==> config.mk <==
export PLATFORM = sky130hd
export DESIGN_NAME = vnea_fifo
export DESIGN_NICKNAME = d
export VERILOG_FILES = /design/src/rtl/vnea_pkg.sv /design/src/rtl/vnea_fifo.sv
export SDC_FILE = /design/constraint.sdc
export NUM_CORES = 1
export LEC_CHECK = 0
export BUFFER_PORTS_ARGS = -buffer_cell sky130_fd_sc_hd__buf_2
export CAP_MARGIN = 25
export CELL_PAD_IN_SITES_DETAIL_PLACEMENT = 0
export CELL_PAD_IN_SITES_GLOBAL_PLACEMENT = 1
export CORE_ASPECT_RATIO = 0.8
export CORE_MARGIN = 3
export CORE_UTILIZATION = 45
export CTS_CLUSTER_DIAMETER = 30
export DETAILED_ROUTE_END_ITERATION = 10
export PLACE_DENSITY = 0.83
export RECOVER_POWER = 100
export SLEW_MARGIN = 20
export SYNTH_ARGS = -nofsm -noshare
export SYNTH_HDL_FRONTEND = slang
export SYNTH_SLANG_ARGS = --single-unit
export TNS_END_PERCENT = 5
==> constraint.sdc <==
create_clock -name clk_i -period 10.6 [get_ports clk_i]
set_clock_uncertainty 0.05 [all_clocks]
set_input_delay 2.12 -clock clk_i [delete_from_list [all_inputs] [get_ports clk_i]]
set_output_delay 2.12 -clock clk_i [all_outputs]
set_load 0.1 [all_outputs]
==> src/rtl/vnea_pkg.sv <==
`timescale 1ns / 1ps
// shared types, codes and helpers for the vertex normal and extent accumulator
// no dependencies

package vnea_pkg;

  localparam int VertsDefault = 1024;
  localparam int QueueDepth   = 2;

  localparam logic signed [31:0] BoxStart = 32'sd2000000000;
  localparam logic signed [15:0] UnitOne  = 16'sd16384;

  typedef enum logic [2:0] {
    KIND_START = 3'd0,
    KIND_ADD   = 3'd1,
    KIND_MARK  = 3'd2,
    KIND_EXT   = 3'd3,
    KIND_RNORM = 3'd4,
    KIND_REXT  = 3'd5
  } kind_e;

  // classified request as it travels through the queue
  typedef struct packed {
    kind_e              kind;
    logic               idx_ok;
    logic [9:0]         vertex_index;
    logic signed [15:0] normal_x;
    logic signed [15:0] normal_y;
    logic signed [15:0] normal_z;
    logic signed [31:0] coord_x;
    logic signed [31:0] coord_y;
    logic signed [31:0] coord_z;
  } item_t;

  typedef struct packed {
    logic clearing;
  } back_stat_t;

  function automatic logic signed [31:0] sat_add32(logic signed [31:0] a,
                                                  logic signed [15:0] b);
    logic signed [32:0] s;
    s = {a[31], a} + {{17{b[15]}}, b};
    if (s[32] != s[31]) begin
      sat_add32 = s[32] ? 32'sh8000_0000 : 32'sh7fff_ffff;
    end else begin
      sat_add32 = s[31:0];
    end
  endfunction

  function automatic logic [31:0] mag32(logic signed [31:0] v);
    mag32 = v[31] ? 32'(-v) : 32'(v);
  endfunction

endpackage

==> src/rtl/vnea_fifo.sv <==
`timescale 1ns / 1ps
// short request queue between front and back
// depends on vnea_pkg

module vnea_fifo import vnea_pkg::*; (
  input  logic  clk_i,
  input  logic  rst_ni,
  input  logic  push_i,
  input  item_t data_i,
  output logic  full_o,
  input  logic  pop_i,
  output logic  empty_o,
  output item_t data_o
);

  localparam int PW = (QueueDepth > 1) ? $clog2(QueueDepth) : 1;

  item_t           mem_q [QueueDepth];
  logic [PW-1:0]   wp_q, rp_q;
  logic [PW:0]     cnt_q;

  assign full_o  = (cnt_q == (PW+1)'(QueueDepth));
  assign empty_o = (cnt_q == '0);
  assign data_o  = mem_q[rp_q];

  always_ff @(posedge clk_i or negedge rst_ni) begin
    if (!rst_ni) begin
      wp_q  <= '0;
      rp_q  <= '0;
      cnt_q <= '0;
    end else begin
      if (push_i) begin
        wp_q <= (wp_q == PW'(QueueDepth - 1)) ? '0 : wp_q + 1'b1;
      end
      if (pop_i) begin
        rp_q <= (rp_q == PW'(QueueDepth - 1)) ? '0 : rp_q + 1'b1;
      end
      if (push_i && !pop_i) begin
        cnt_q <= cnt_q + 1'b1;
      end else if (pop_i && !push_i) begin
        cnt_q <= cnt_q - 1'b1;
      end
    end
  end

  always_ff @(posedge clk_i) begin
    if (push_i) begin
      mem_q[wp_q] <= data_i;
    end
  end

endmodule

==> metrics.csv <==
stage;metric;value;unit
timing;final period utilization;67.0;%
floorplan;DIE WIDTH;189;um
outcome;outcome;finished with violations;
grt;vias in the first global route;6325;
grt;GRT met2 Usage;24.2;%
synth;Yosys reg bits;320;
critical_path;Critical Path RT;8.43;ns
grt;largest net degree at the start of global routing;76;
critical_path;CP startpoint kind;flip-flop;
synth;most frequent cell after synthesis;edfxtp_1;
floorplan;row count;52;
synth;Post-synth top cells;316 x edfxtp_1, 101 x mux2_4, 57 x mux2_2;
drt;Vias;6017;
cts;Hold Buf Count CTS;0;
timing;Max Slew Vio Count;324;
synth;ys async rst share;1.25;%
cells_and_area;ANT cells;0;
synth;top_reg_cell synth;edfxtp_1;
cells_and_area;Register Area;9590;sq um
synth;Synth Area per Inst;23.6;sq um
synth;synthesized instance count;508;
synth;sequential share of the synthesized area;79.8;%
critical_path;Crit Path Category;reg -> out;
critical_path;CP Capture Type;primary output;
cts;CTS root buf;clkbuf_16;
cells_and_area;Nets;1032;
synth;top post-synthesis cells by area;edfxtp_1 79%, mux2_4 13%, mux2_2 5.3%;
drt;Final ANT Viol Nets;0;
cells_and_area;Filler Cell Count;1999;
hold_path;worst min path class;reg -> reg;
synth;Yosys warning total;0;
cts;Clock Path Buffers;3;
job;max cap viols;5;
timing;Worst slew margin;-182;%
floorplan;total core area;25800;sq um
synth;post-synth top area share;79.0;%
timing;RSZ-0062 raised after global routing;no;
drt;WL/cell;18.4;um
critical_path;CP max FO;55;
floorplan;initial core utilization;46.6;%
grt;first-pass GRT wire length;35.5;mm
timing;Setup-failing EPs final;0;
synth;Cell variety after synth;13;
floorplan;Die Area;28700;sq um
grt;gr usage total;15.7;%
drt;1st-iter DRT viols;336;
cts;CTS tree;yes;
drt;first-pass iteration count of the detailed router;4;
cells_and_area;Layout Area Growth over Synthesis;27.7;%
grt;met1 GRT Util;20.6;%
timing;setup tns final;0;ns
drt;via-per-instance ratio;4.78;
placed_design;Final HPWL DP;15.4;mm
grt;initial antenna violation count;1;
cells_and_area;layout cell share with drive strength beyond 1;34.5;%
cts;clk sink count;320;
cts;Num CTS Buffers;49;
grt;met3 Track Usage GR;6.44;%
cts;CTS HTree Levels;2;
synth;number of synthesized flops with an enable pin;316;
drt;drt total wl;23.2;mm
timing;post-layout min period;7.11;ns
grt;GR Overflow Total;0;
timing;f_max;141;MHz
drt;Post-route DRC;0;
synth;mapped cell area;12000;sq um
cts;Skew-Pair Late Insertion Delay;0.51;ns
critical_path;Crit path arrival time;4.94;ns
cells_and_area;area of the multi-input gates;2240;sq um
cts;Post-CTS Resized;0;
floorplan;Die H;152;um
outcome;failing checks;max-capacitance violations, max-slew violations;
cts;Clock transition at path regs;0.05;ns
placed_design;IO Port Bufs;321;
synth;syn_nets;671;
grt;Most Used Layer, Global Route;met2;
synth;leading area contributor after synthesis;edfxtp_1;
timing;worst-margin pin slew;4.23;ns
timing;final hold vios;0;
placed_design;Final Wtd Congestion;0.733;
floorplan;I/O Pins;322;
cts;post-CTS setup buffer count;0;
[registers in the layout, indices dropped and copies added, names as in the netlist]
register,count
mem_q,316
cnt_q,2
rp_q,1
wp_q,1
[routing by layer]
metal | part of all wire, % | wire length, um
met5 | 0.030 | 7
met3 | 10 | 2400
met1 | 42 | 9730
met2 | 46 | 10600
met4 | 1.8 | 424
[through the flow]
stage	area (sq um)	util [%]	hold slack, ns	setup slack [ns]	cells
CTS	15700	60.9	0.461	5.19	1260
finish	15300	59.6	0.458	3.49	1260
detailed placement	14000	54.2	0.447	5.75	1169
global placement	13900	54.1	0.447	5.71	1168
global route	15300	59.6	0.474	3.16	1260
floorplan	12000	-	0.405	0.904	508
[cells by family after synthesis]
kind of cell | count (synthesis) | share of synthesized area (%)
DFF | 320 | 79.8
muxes | 158 | 18.0
buffers and inverters | 19 | 1.51
xor gates and xnor gates | 5 | 0.365
and+or+nand+nor | 5 | 0.219
adders and majority gates | 1 | 0.104
[worst max-delay path: stages, from the launching register on]
cell,delay [ns]
dfrtp_1,2.14
buf_4,1.01
mux2_4,0.31
clkbuf_1,0.88
[worst paths after layout]
| check | startpoint | slack, ns | endpoint | cells past startpoint |
|---|---|---|---|---|
| worst min register to register | cnt_q[1] | 0.46 | cnt_q[1] | 1 |
| worst max-delay path | rp_q | 3.49 | data_o[85] | 3 |
| worst min-delay path | cnt_q[1] | 0.46 | cnt_q[1] | 1 |
| worst max register to register | wp_q | 5.47 | mem_q[1][49] | 2 |
| max in group asynchronous | rst_ni | 8.92 | rp_q | 1 |
| min in group asynchronous | rst_ni | 1.39 | cnt_q[0] | 1 |
[cells in the final DEF (no fill, tap or decap)]
cell type   instances
edfxtp_1          316
clkbuf_1          249
mux2_4            101
buf_2              82
mux2_2             51
clkbuf_16          51
bufinv_16           9
clkinv_1            7
mux2_1              6
clkinvlp_4          6
clkinv_4            5
xor2_1              4
clkinv_2            4
dfrtp_1             4
inv_6               3
nor2_1              2
nor2b_1             2
buf_4               2
inv_1               1
and2_0              1
xnor2_1             1
ha_1                1
buf_1               1
[layout make-up]
| cell class | instances | area share, % |
|---|---|---|
| sequential | 320 | 62.5 |
| multi-input combinational | 169 | 14.6 |
| timing repair buffer | 328 | 8.74 |
| clock buffer | 57 | 8.46 |
| tap | 351 | 2.86 |
| clock inverter | 34 | 2.81 |
| inverter | 1 | 0.0245 |
Power is left out: the tool's default activity adds up to more than one toggle a clock period on the data nets, which glitch-free logic cannot reach.
